## config.mk

```make
export PLATFORM = sky130hd
export DESIGN_NAME = best_format_match_select
export DESIGN_NICKNAME = d
export VERILOG_FILES = /design/src/rtl/bfms_pkg.sv /design/src/rtl/best_format_match_select.sv
export SDC_FILE = /design/constraint.sdc
export NUM_CORES = 1
export LEC_CHECK = 0
export ABC_AREA = 1
export BUFFER_PORTS_ARGS = -buffer_cell sky130_fd_sc_hd__buf_4
export CAP_MARGIN = 5
export CORE_MARGIN = 2
export CORE_UTILIZATION = 65
export DETAILED_ROUTE_END_ITERATION = 6
export MAX_ROUTING_LAYER = met4
export PLACE_DENSITY_LB_ADDON = 0.12
export SKIP_CTS_REPAIR_TIMING = 1
export SLEW_MARGIN = 25
export SYNTH_ARGS = -nofsm -noshare
export SYNTH_HDL_FRONTEND = slang
export SYNTH_SLANG_ARGS = --single-unit
export TNS_END_PERCENT = 20
```

## constraint.sdc

```tcl
create_clock -name clk -period 12.05 [get_ports clk]
set_input_delay 0.6025 -clock clk [delete_from_list [all_inputs] [get_ports clk]]
set_output_delay 0.6025 -clock clk [all_outputs]
set_load 0.03 [all_outputs]
```

## src/rtl/bfms_pkg.sv

```systemverilog
// ----------------------------------------------------------------------------
// bfms_pkg
// Widths, register indexes and reset values of the format match block.
// ----------------------------------------------------------------------------
package bfms_pkg;

    // Largest list the position counter is sized for.
    localparam int MAX_OFFERS = 256;

    // Field widths.
    localparam int FMT_W  = 6;
    localparam int DIM_W  = 13;
    localparam int RATE_W = 18;
    localparam int POS_W  = 8;

    // Position counter stops here; later offers share this position.
    localparam int POS_CAP_INT = (MAX_OFFERS - 1 < 255) ? (MAX_OFFERS - 1) : 255;
    localparam logic [POS_W-1:0] POS_CAP = POS_W'(POS_CAP_INT);

    // Stream payload widths, padded to whole bytes.
    localparam int IN_FIELDS_W  = FMT_W + DIM_W + DIM_W + RATE_W;
    localparam int IN_TDATA_W   = ((IN_FIELDS_W + 7) / 8) * 8;
    localparam int OUT_TDATA_W  = POS_W;

    // Configuration port.
    localparam int CFG_INDEX_W = 3;
    localparam int CFG_DATA_W  = RATE_W;

    // Register indexes.
    localparam logic [CFG_INDEX_W-1:0] REG_WANT_FORMAT = 3'd0;
    localparam logic [CFG_INDEX_W-1:0] REG_WANT_WIDTH  = 3'd1;
    localparam logic [CFG_INDEX_W-1:0] REG_WANT_HEIGHT = 3'd2;
    localparam logic [CFG_INDEX_W-1:0] REG_WANT_RATE   = 3'd3;

    // Register reset values.
    localparam logic [FMT_W-1:0]  WANT_FORMAT_RST = 6'd0;
    localparam logic [DIM_W-1:0]  WANT_WIDTH_RST  = 13'd640;
    localparam logic [DIM_W-1:0]  WANT_HEIGHT_RST = 13'd480;
    localparam logic [RATE_W-1:0] WANT_RATE_RST   = 18'd30000;

endpackage

```

## src/rtl/best_format_match_select.sv

```systemverilog
// ----------------------------------------------------------------------------
// best_format_match_select
// Picks the offered camera format closest to the requested one.
// ----------------------------------------------------------------------------
// Offers enter on the s_axis channel, one item per offer, with tlast on the
// final offer of a list. Only offers whose format code equals want_format
// take part; among them the one with the smallest height gap, then width
// gap, then rate gap wins, and the earlier offer keeps a full tie.
// After the last offer one result item leaves on m_axis: tuser carries the
// found flag and tdata the zero-based position of the winner (0 if none).
// An offer is taken into an input register and compared there against the
// running best; when a last offer moves on, the result lands in the output
// register. One offer per cycle is sustained unless a last offer waits on a
// stalled result; the limit is the single compare and update loop on the
// best-so-far registers.
// The cfg channel is always ready and writes the four request registers;
// it is meant for use between lists.
// Reset clears the list state and loads the request defaults (format 0,
// 640 x 480, 30.000 fps). While m_axis is stalled with a result pending,
// non-last offers still flow; a last offer waits in the input register and
// s_axis_tready drops until the result is taken.
// ----------------------------------------------------------------------------
module best_format_match_select (
    input  logic                               clk,
    input  logic                               rst_n,
    // Configuration write channel.
    input  logic                               cfg_valid,
    output logic                               cfg_ready,
    input  logic [bfms_pkg::CFG_INDEX_W-1:0]   cfg_index,
    input  logic [bfms_pkg::CFG_DATA_W-1:0]    cfg_data,
    // Offer items.
    input  logic                               s_axis_tvalid,
    output logic                               s_axis_tready,
    // offer_format [5:0], offer_width [18:6], offer_height [31:19],
    // offer_rate [49:32], zero padding [55:50]
    input  logic [bfms_pkg::IN_TDATA_W-1:0]    s_axis_tdata,
    input  logic                               s_axis_tlast,
    // Result items.
    output logic                               m_axis_tvalid,
    input  logic                               m_axis_tready,
    // match_position [7:0]
    output logic [bfms_pkg::OUT_TDATA_W-1:0]   m_axis_tdata,
    // match_found [0]
    output logic                               m_axis_tuser
);

    import bfms_pkg::*;

    // Request registers.
    logic [FMT_W-1:0]  want_format_reg;
    logic [DIM_W-1:0]  want_width_reg;
    logic [DIM_W-1:0]  want_height_reg;
    logic [RATE_W-1:0] want_rate_reg;

    // Input register.
    logic              in_valid_reg;
    logic              in_valid_next;
    logic              in_last_reg;
    logic [FMT_W-1:0]  in_format_reg;
    logic [DIM_W-1:0]  in_width_reg;
    logic [DIM_W-1:0]  in_height_reg;
    logic [RATE_W-1:0] in_rate_reg;

    // Running best of the current list.
    logic              have_best_reg;
    logic              have_best_next;
    logic [POS_W-1:0]  best_position_reg;
    logic [DIM_W-1:0]  best_height_gap_reg;
    logic [DIM_W-1:0]  best_width_gap_reg;
    logic [RATE_W-1:0] best_rate_gap_reg;
    logic [POS_W-1:0]  item_position_reg;
    logic [POS_W-1:0]  item_position_next;

    // Output register.
    logic              out_valid_reg;
    logic              out_valid_next;
    logic              out_found_reg;
    logic [POS_W-1:0]  out_position_reg;

    logic              s_accept;
    logic              out_free;
    logic              fire;
    logic              fmt_hit;
    logic [DIM_W-1:0]  height_gap;
    logic [DIM_W-1:0]  width_gap;
    logic [RATE_W-1:0] rate_gap;
    logic              better;
    logic              take;
    logic              found;
    logic [POS_W-1:0]  win_position;

    // Configuration writes; indexes past the list are dropped.
    assign cfg_ready = 1'b1;

    always_ff @(posedge clk or negedge rst_n)
    begin
        if (!rst_n)
        begin
            want_format_reg <= WANT_FORMAT_RST;
            want_width_reg  <= WANT_WIDTH_RST;
            want_height_reg <= WANT_HEIGHT_RST;
            want_rate_reg   <= WANT_RATE_RST;
        end
        else if (cfg_valid && cfg_ready)
        begin
            case (cfg_index)
                REG_WANT_FORMAT: want_format_reg <= cfg_data[FMT_W-1:0];
                REG_WANT_WIDTH:  want_width_reg  <= cfg_data[DIM_W-1:0];
                REG_WANT_HEIGHT: want_height_reg <= cfg_data[DIM_W-1:0];
                REG_WANT_RATE:   want_rate_reg   <= cfg_data[RATE_W-1:0];
                default:
                begin
                end
            endcase
        end
    end

    // Handshake: a last offer may only move on when the output slot is free.
    assign out_free      = !out_valid_reg || m_axis_tready;
    assign fire          = in_valid_reg && (!in_last_reg || out_free);
    assign s_axis_tready = !in_valid_reg || fire;
    assign s_accept      = s_axis_tvalid && s_axis_tready;

    assign in_valid_next = s_accept ? 1'b1 : (fire ? 1'b0 : in_valid_reg);

    always_ff @(posedge clk or negedge rst_n)
    begin
        if (!rst_n)
        begin
            in_valid_reg <= 1'b0;
        end
        else
        begin
            in_valid_reg <= in_valid_next;
        end
    end

    always_ff @(posedge clk)
    begin
        if (s_accept)
        begin
            in_format_reg <= s_axis_tdata[FMT_W-1:0];
            in_width_reg  <= s_axis_tdata[FMT_W+DIM_W-1:FMT_W];
            in_height_reg <= s_axis_tdata[FMT_W+2*DIM_W-1:FMT_W+DIM_W];
            in_rate_reg   <= s_axis_tdata[IN_FIELDS_W-1:FMT_W+2*DIM_W];
            in_last_reg   <= s_axis_tlast;
        end
    end

    // Gaps of the held offer against the request.
    assign fmt_hit    = (in_format_reg == want_format_reg);
    assign height_gap = (in_height_reg >= want_height_reg) ? in_height_reg - want_height_reg
                                                           : want_height_reg - in_height_reg;
    assign width_gap  = (in_width_reg >= want_width_reg) ? in_width_reg - want_width_reg
                                                         : want_width_reg - in_width_reg;
    assign rate_gap   = (in_rate_reg >= want_rate_reg) ? in_rate_reg - want_rate_reg
                                                       : want_rate_reg - in_rate_reg;

    // Ordered key compare; a strict improvement is needed to replace the best.
    assign better = !have_best_reg
                  || (height_gap < best_height_gap_reg)
                  || ((height_gap == best_height_gap_reg)
                      && ((width_gap < best_width_gap_reg)
                          || ((width_gap == best_width_gap_reg)
                              && (rate_gap < best_rate_gap_reg))));
    assign take   = fmt_hit && better;

    // Outcome of the list if this offer is its last.
    assign found        = have_best_reg || take;
    assign win_position = take ? item_position_reg : best_position_reg;

    // List state: update on each offer, clear after the last one.
    always_comb
    begin
        have_best_next     = have_best_reg;
        item_position_next = item_position_reg;
        if (fire)
        begin
            if (in_last_reg)
            begin
                have_best_next     = 1'b0;
                item_position_next = '0;
            end
            else
            begin
                have_best_next = found;
                if (item_position_reg < POS_CAP)
                begin
                    item_position_next = item_position_reg + 1'b1;
                end
            end
        end
    end

    always_ff @(posedge clk or negedge rst_n)
    begin
        if (!rst_n)
        begin
            have_best_reg     <= 1'b0;
            item_position_reg <= '0;
        end
        else
        begin
            have_best_reg     <= have_best_next;
            item_position_reg <= item_position_next;
        end
    end

    always_ff @(posedge clk)
    begin
        if (fire && take)
        begin
            best_position_reg   <= item_position_reg;
            best_height_gap_reg <= height_gap;
            best_width_gap_reg  <= width_gap;
            best_rate_gap_reg   <= rate_gap;
        end
    end

    // Result register.
    always_comb
    begin
        out_valid_next = out_valid_reg && !m_axis_tready;
        if (fire && in_last_reg)
        begin
            out_valid_next = 1'b1;
        end
    end

    always_ff @(posedge clk or negedge rst_n)
    begin
        if (!rst_n)
        begin
            out_valid_reg <= 1'b0;
        end
        else
        begin
            out_valid_reg <= out_valid_next;
        end
    end

    always_ff @(posedge clk)
    begin
        if (fire && in_last_reg)
        begin
            out_found_reg    <= found;
            out_position_reg <= found ? win_position : '0;
        end
    end

    assign m_axis_tvalid = out_valid_reg;
    assign m_axis_tdata  = out_position_reg;
    assign m_axis_tuser  = out_found_reg;

endmodule

```

* Word level (Yosys, flattened, before mapping)
Index checks and enable logic that the tools add are counted.
Word-level totals: input port bits 83, output and inout bits 12, word-level logic and storage cells 77, flip-flop bits (word level) 173
Operators by class: muxes and demuxes 10, magnitude comparators 7, reductions and logical operators 28, equal/unequal tests 6, $add $sub $neg 7
Operator list (number):
- $sub 13x13->13 | 4
- $sub 18x18->18 | 2
- $eq 13x13->1 | 2
- $ge 13x13->1 | 2
- $lt 13x13->1 | 2
- $mux 13 | 2
- $mux 8 | 3
- $ge 18x18->1 | 1
- $lt 18x18->1 | 1
- $mux 18 | 1
- $reduce_and 2->1 | 5
- $add 8x1->8 const B | 1
- $logic_and 1x1->1 | 8
- $lt 8x8->1 const B | 1
- $logic_or 1x1->1 | 7
- $eq 3x2->1 const B | 2
- $eq 6x6->1 | 1
- $logic_not 1->1 | 5
- $mux 1 | 4
- $reduce_bool 2->1 | 2
- $eq 3x1->1 const B | 1
- $logic_not 3->1 | 1

* Logic depth before layout (Yosys ltp)
depth after elaboration 10, gate-level depth with buffers 29, depth with buffers taken out 29

* Worst setup path before layout
No wires, ideal clock.
kind reg2reg, start point reg want_rate_reg[13], end point reg best_height_gap_reg[0] (enable), library setup time 0.462 ns, buffers on the path 1, arrival 5.246 ns, data required time 11.588 ns, path slack 6.342 ns, cell stages (with the launch flop) 21, clock period less this slack 5.708 ns, cells stage by stage dfstp_2 -> inv_1 -> ha_1 -> a21oi_1 -> o21ai_0 -> a21oi_1 -> nand4_4 -> buf_6 -> a21oi_2 -> a21oi_2 -> ha_1 -> a21o_1 -> nor2_1 -> nand2_1 -> nand2_1 -> nand3_1 -> nand2_1 -> nand2_1 -> nand2_1 -> nand2_2 -> nor2_1
Between the ends: cells in the longest elaborated chain, start to end 9, elaborated cells between the ends (all ways) 11, classes of those cells add/sub (2); order compare (2); mux (1); reduce/logical (6)
RTL lines:
- start: declaration | line best_format_match_select.sv:53 | logic [RATE_W-1:0] want_rate_reg;
- start signal: assignment | line best_format_match_select.sv:110 | REG_WANT_RATE: want_rate_reg <= cfg_data[RATE_W-1:0];
- $ge 18x18->1 | line best_format_match_select.sv:156 | assign rate_gap = (in_rate_reg >= want_rate_reg) ? in_rate_reg - want_rate_reg
- $mux 18 | line best_format_match_select.sv:156
- named net rate_gap[9] | line best_format_match_select.sv:86 | logic [RATE_W-1:0] rate_gap;
- $lt 18x18->1 | line best_format_match_select.sv:165 | && (rate_gap < best_rate_gap_reg))));
- $logic_and 1x1->1 | line best_format_match_select.sv:165
- $logic_or 1x1->1 | line best_format_match_select.sv:164 | || ((width_gap == best_width_gap_reg)
- $logic_and 1x1->1 | line best_format_match_select.sv:163 | && ((width_gap < best_width_gap_reg)
- $logic_or 1x1->1 | line best_format_match_select.sv:162 | || ((height_gap == best_height_gap_reg)
- $logic_and 1x1->1 | line best_format_match_select.sv:166 | assign take = fmt_hit && better;
- $logic_and 1x1->1 | line best_format_match_select.sv:211 | if (fire && take)
- end signal: assignment | line best_format_match_select.sv:214 | best_height_gap_reg <= height_gap;
- end: declaration | line best_format_match_select.sv:68 | logic [DIM_W-1:0] best_height_gap_reg;
The timed path passes the listed nets, and every way through them passes these cells. A chain may end at the register's enable or synchronous reset.

* Worst setup path in the final report
start point reg want_rate_reg[13], end point reg best_height_gap_reg[9] (enable)
Between the ends: cells in the longest elaborated chain, start to end 9, elaborated cells between the ends (all ways) 11, classes of those cells add/sub (2); order compare (2); mux (1); reduce/logical (6)
RTL lines:
- $sub 18x18->18, or another cell as far along | line best_format_match_select.sv:157 | : want_rate_reg - in_rate_reg;
- $mux 18 * | line best_format_match_select.sv:156
- named net rate_gap[17] | line best_format_match_select.sv:86
- $lt 18x18->1 * | line best_format_match_select.sv:165
- $logic_and 1x1->1 * | line best_format_match_select.sv:165
- $logic_or 1x1->1 * | line best_format_match_select.sv:164
- $logic_and 1x1->1 * | line best_format_match_select.sv:163
- $logic_or 1x1->1 * | line best_format_match_select.sv:162
- $logic_and 1x1->1 * | line best_format_match_select.sv:166
- $logic_and 1x1->1 * | line best_format_match_select.sv:211
The timed path passes the listed nets; every way through them passes the cells marked *.

==> summary.txt <==
Hold WS = 0.217 ns
WP data arrival = 6.13 ns
DR DRC count = 0
Headroom to the max-slew limit = 44.6%
PD cells = 160 nW/µm²
Synthesized area per cell = 8.05 µm²
Final Critical Period = 6.04 ns
Reg2Reg Depth = 23
DIE AREA = 19,900 µm²
Clock Skews = 0.0125 ns
Worst vdd rail ir drop = 0.115 mV
P_int = 1.31 mW
Crit path required time = 12.14 ns
R2r startpoint = want_rate_reg[13]$_DFFE_PN1P_
CTS clock-pin slew for the worst setup and hold paths = 0.08 ns
Clk_lat worst skew = 0.43 ns
Kind of end point of the critical path = register
Synth Register Bits = 173
Initial antenna violation count = 0
Share of cells above drive strength 1 = 11.3%
Routability Congestion = 0.972
Largest net degree at the start of global routing = 62
Most frequent cells in the layout = nand2_1 (381), inv_1 (289), ha_1 (129), edfxtp_1 (112), a21oi_1 (94)
Die height = 141 µm
Antenna Violating Nets Remaining = 0
Net Switching = 864 µW
Drt total wl = 28,100 µm
First-pass GRT wire length = 45,400 µm
Leak pwr = 6.93 nW
EDFF count, synth = 112
# IOs = 95
Setup TNS = 0 ns
Sw frac = 39.7%
Max-Cap Viols = 0
WL/cell = 15.2 µm
Post-route clock period utilization = 50.1%
# port buffers = 87
Crit. Startpoint = want_rate_reg[13]$_DFFE_PN1P_
Setup ws final = 6.01 ns
Post-placement worst setup slack = 6.04 ns
Synth Instances = 1,515
Worst Setup EP = best_height_gap_reg[9]$_DFFE_PP_
Synth Flop Type = edfxtp_1
Cell Count, Final, Fillers Out = 1,844
Max Freq = 0.166 GHz
Endpoints failing hold = 0
Vias in the first global route = 9,670
Reg2reg end = best_height_gap_reg[9]$_DFFE_PP_
Tot GR Track Use = 29.9%
Root Driver = clkbuf_16
Final Core Density = 73.1%
GRT overflow = 0
Unique cell type count in the Yosys netlist = 48
Via density = 5.37
DR vias = 9,894
CP Class = reg -> reg
CTS H-tree depth = 4
Die Wd = 141 µm
Register area share after synthesis = 40.2%
YS warnings = 0
Syn_nets = 1,733
RSZ-0062 raised after global routing = false
Antenna Cells = 0
# rows = 50
Bufs on Longest Clock Path = 2
Clk sinks = 173
Mapped cell area = 12,200 µm²
Fin nets = 1,815
Initial core utilization = 65.7%
Post-Place Cells = 1,812
Synthesis-to-layout area growth = 11.3%
Logic pwr share = 41.3%
CTS tree = yes
CP Max Fanout = 28
Worst Setup Start Kind = register
First drt pass iteration count = 5
Status = finished clean
Sequential share of power = 34.9%
Setup Viol. Count Final = 0
Std-Cell Core Area = 18,600 µm²
Clk network pwr share = 23.7%
Slew Limit Fails = 0
Hold Path Class = in -> async
Slew @ Worst Pin = 0.829 ns
CTS buffer count = 17
DR iter-0 viols = 690
Post-synth ARST share = 35.3%
Reg2reg setup slack = 6.01 ns
DPL Wire Length = 22,100 µm
Commonest non-fill, non-tap cell in the layout = nand2_1
## synth_stat cells, types with 10 or more instances
cell type / n / area, µm²
nor3_1: 11 / 55.1
nand2_1: 381 / 1430
a21oi_1: 94 / 470
o21ai_0: 93 / 465
xor2_1: 42 / 368
dfstp_2: 13 / 342
dfrtp_1: 48 / 1200
inv_1: 290 / 1090
edfxtp_1: 112 / 3360
ha_1: 129 / 1610
nor2_1: 91 / 342
nand3_1: 58 / 290
a21oi_2: 16 / 140
nand4_1: 15 / 93.8
o21bai_1: 10 / 75.1
## worst max-delay path: stages, from the launching register on
cell     delay, ns
dfstp_2       0.54
inv_1         0.06
ha_1          0.37
a21oi_1       0.24
o21ai_0       0.18
a21oi_1       0.29
nand4_4       0.48
inv_4         0.34
nand2_1       0.08
nand2_1       0.06
inv_1         0.06
ha_1          0.33
nand2_1       0.12
nand3_1       0.07
nor2_1        0.10
nand3_1       0.17
nor2_1        0.18
nand3_1       0.15
nand2_1       0.09
nand2_1       0.05
nand2_1       0.35
nand2_2       0.26
nor2_4        0.62
buf_4         0.47
## per-layer routing
| layer | track usage [%] | routed length [µm] |
|---|---|---|
| met5 | - | 0 |
| met3 | 5.06 | 1650 |
| met1 | 35.7 | 11800 |
| met2 | 51.4 | 13900 |
| met4 | 10.6 | 760 |
## metrics by stage
step	power, mW	instance area, µm²
3_3_place_gp	1.63	13000
6_report	2.18	13600
3_5_place_dp	1.66	13000
5_1_grt	2.34	13600
2_1_floorplan	1.44	12200
4_1_cts	2.18	13600
## cell type report
cell class / instances / area, µm²
clock buffers: 17 / 425
clock inverters: 15 / 135
inverters: 298 / 1120
repair buffers: 89 / 668
well taps: 234 / 293
flip-flops and latches: 173 / 4910
multi-input cells: 1018 / 6030
fillers: 1503 / 5000
## how the worst min path moves through the flow
stage	slack, ns	cells after the start	start	endpoint
finish	0.22	1	rst_n	m_axis_tvalid$_DFF_PN0_
global route	0.27	1	rst_n	item_position_reg[0]$_DFFE_PN0P_
CTS	0.24	1	rst_n	item_position_reg[0]$_DFFE_PN0P_
detailed placement	0.47	2	want_height_reg[12]$_DFFE_PN0P_	want_height_reg[12]$_DFFE_PN0P_
global placement	0.47	0	item_position_reg[6]$_DFFE_PN0P_	best_position_reg[6]$_DFFE_PP_
floorplan	0.31	0	rst_n	have_best_reg$_DFFE_PN0P_
## power by group through the flow
stage | Sequential [mW] | Clock, mW | Combinational (mW)
final | 0.760 | 0.517 | 0.900
after global routing | 0.766 | 0.550 | 1.03
after CTS | 0.760 | 0.524 | 0.897
after detailed placement | 0.772 | 0 | 0.890
after global placement | 0.769 | 0 | 0.859
after floorplan | 0.759 | 0 | 0.682
## logic make-up after synthesis
logic type	count (synthesis)	synth area share [%]
simple gates	578	19.5
buf+inv	324	10.5
compound gates	253	11.9
flops	173	40.2
fa+ha+maj	135	14.2
xor+xnor	51	3.66
other cells	1	0.0307
No activity file was read; power rests on OpenSTA's default activity.
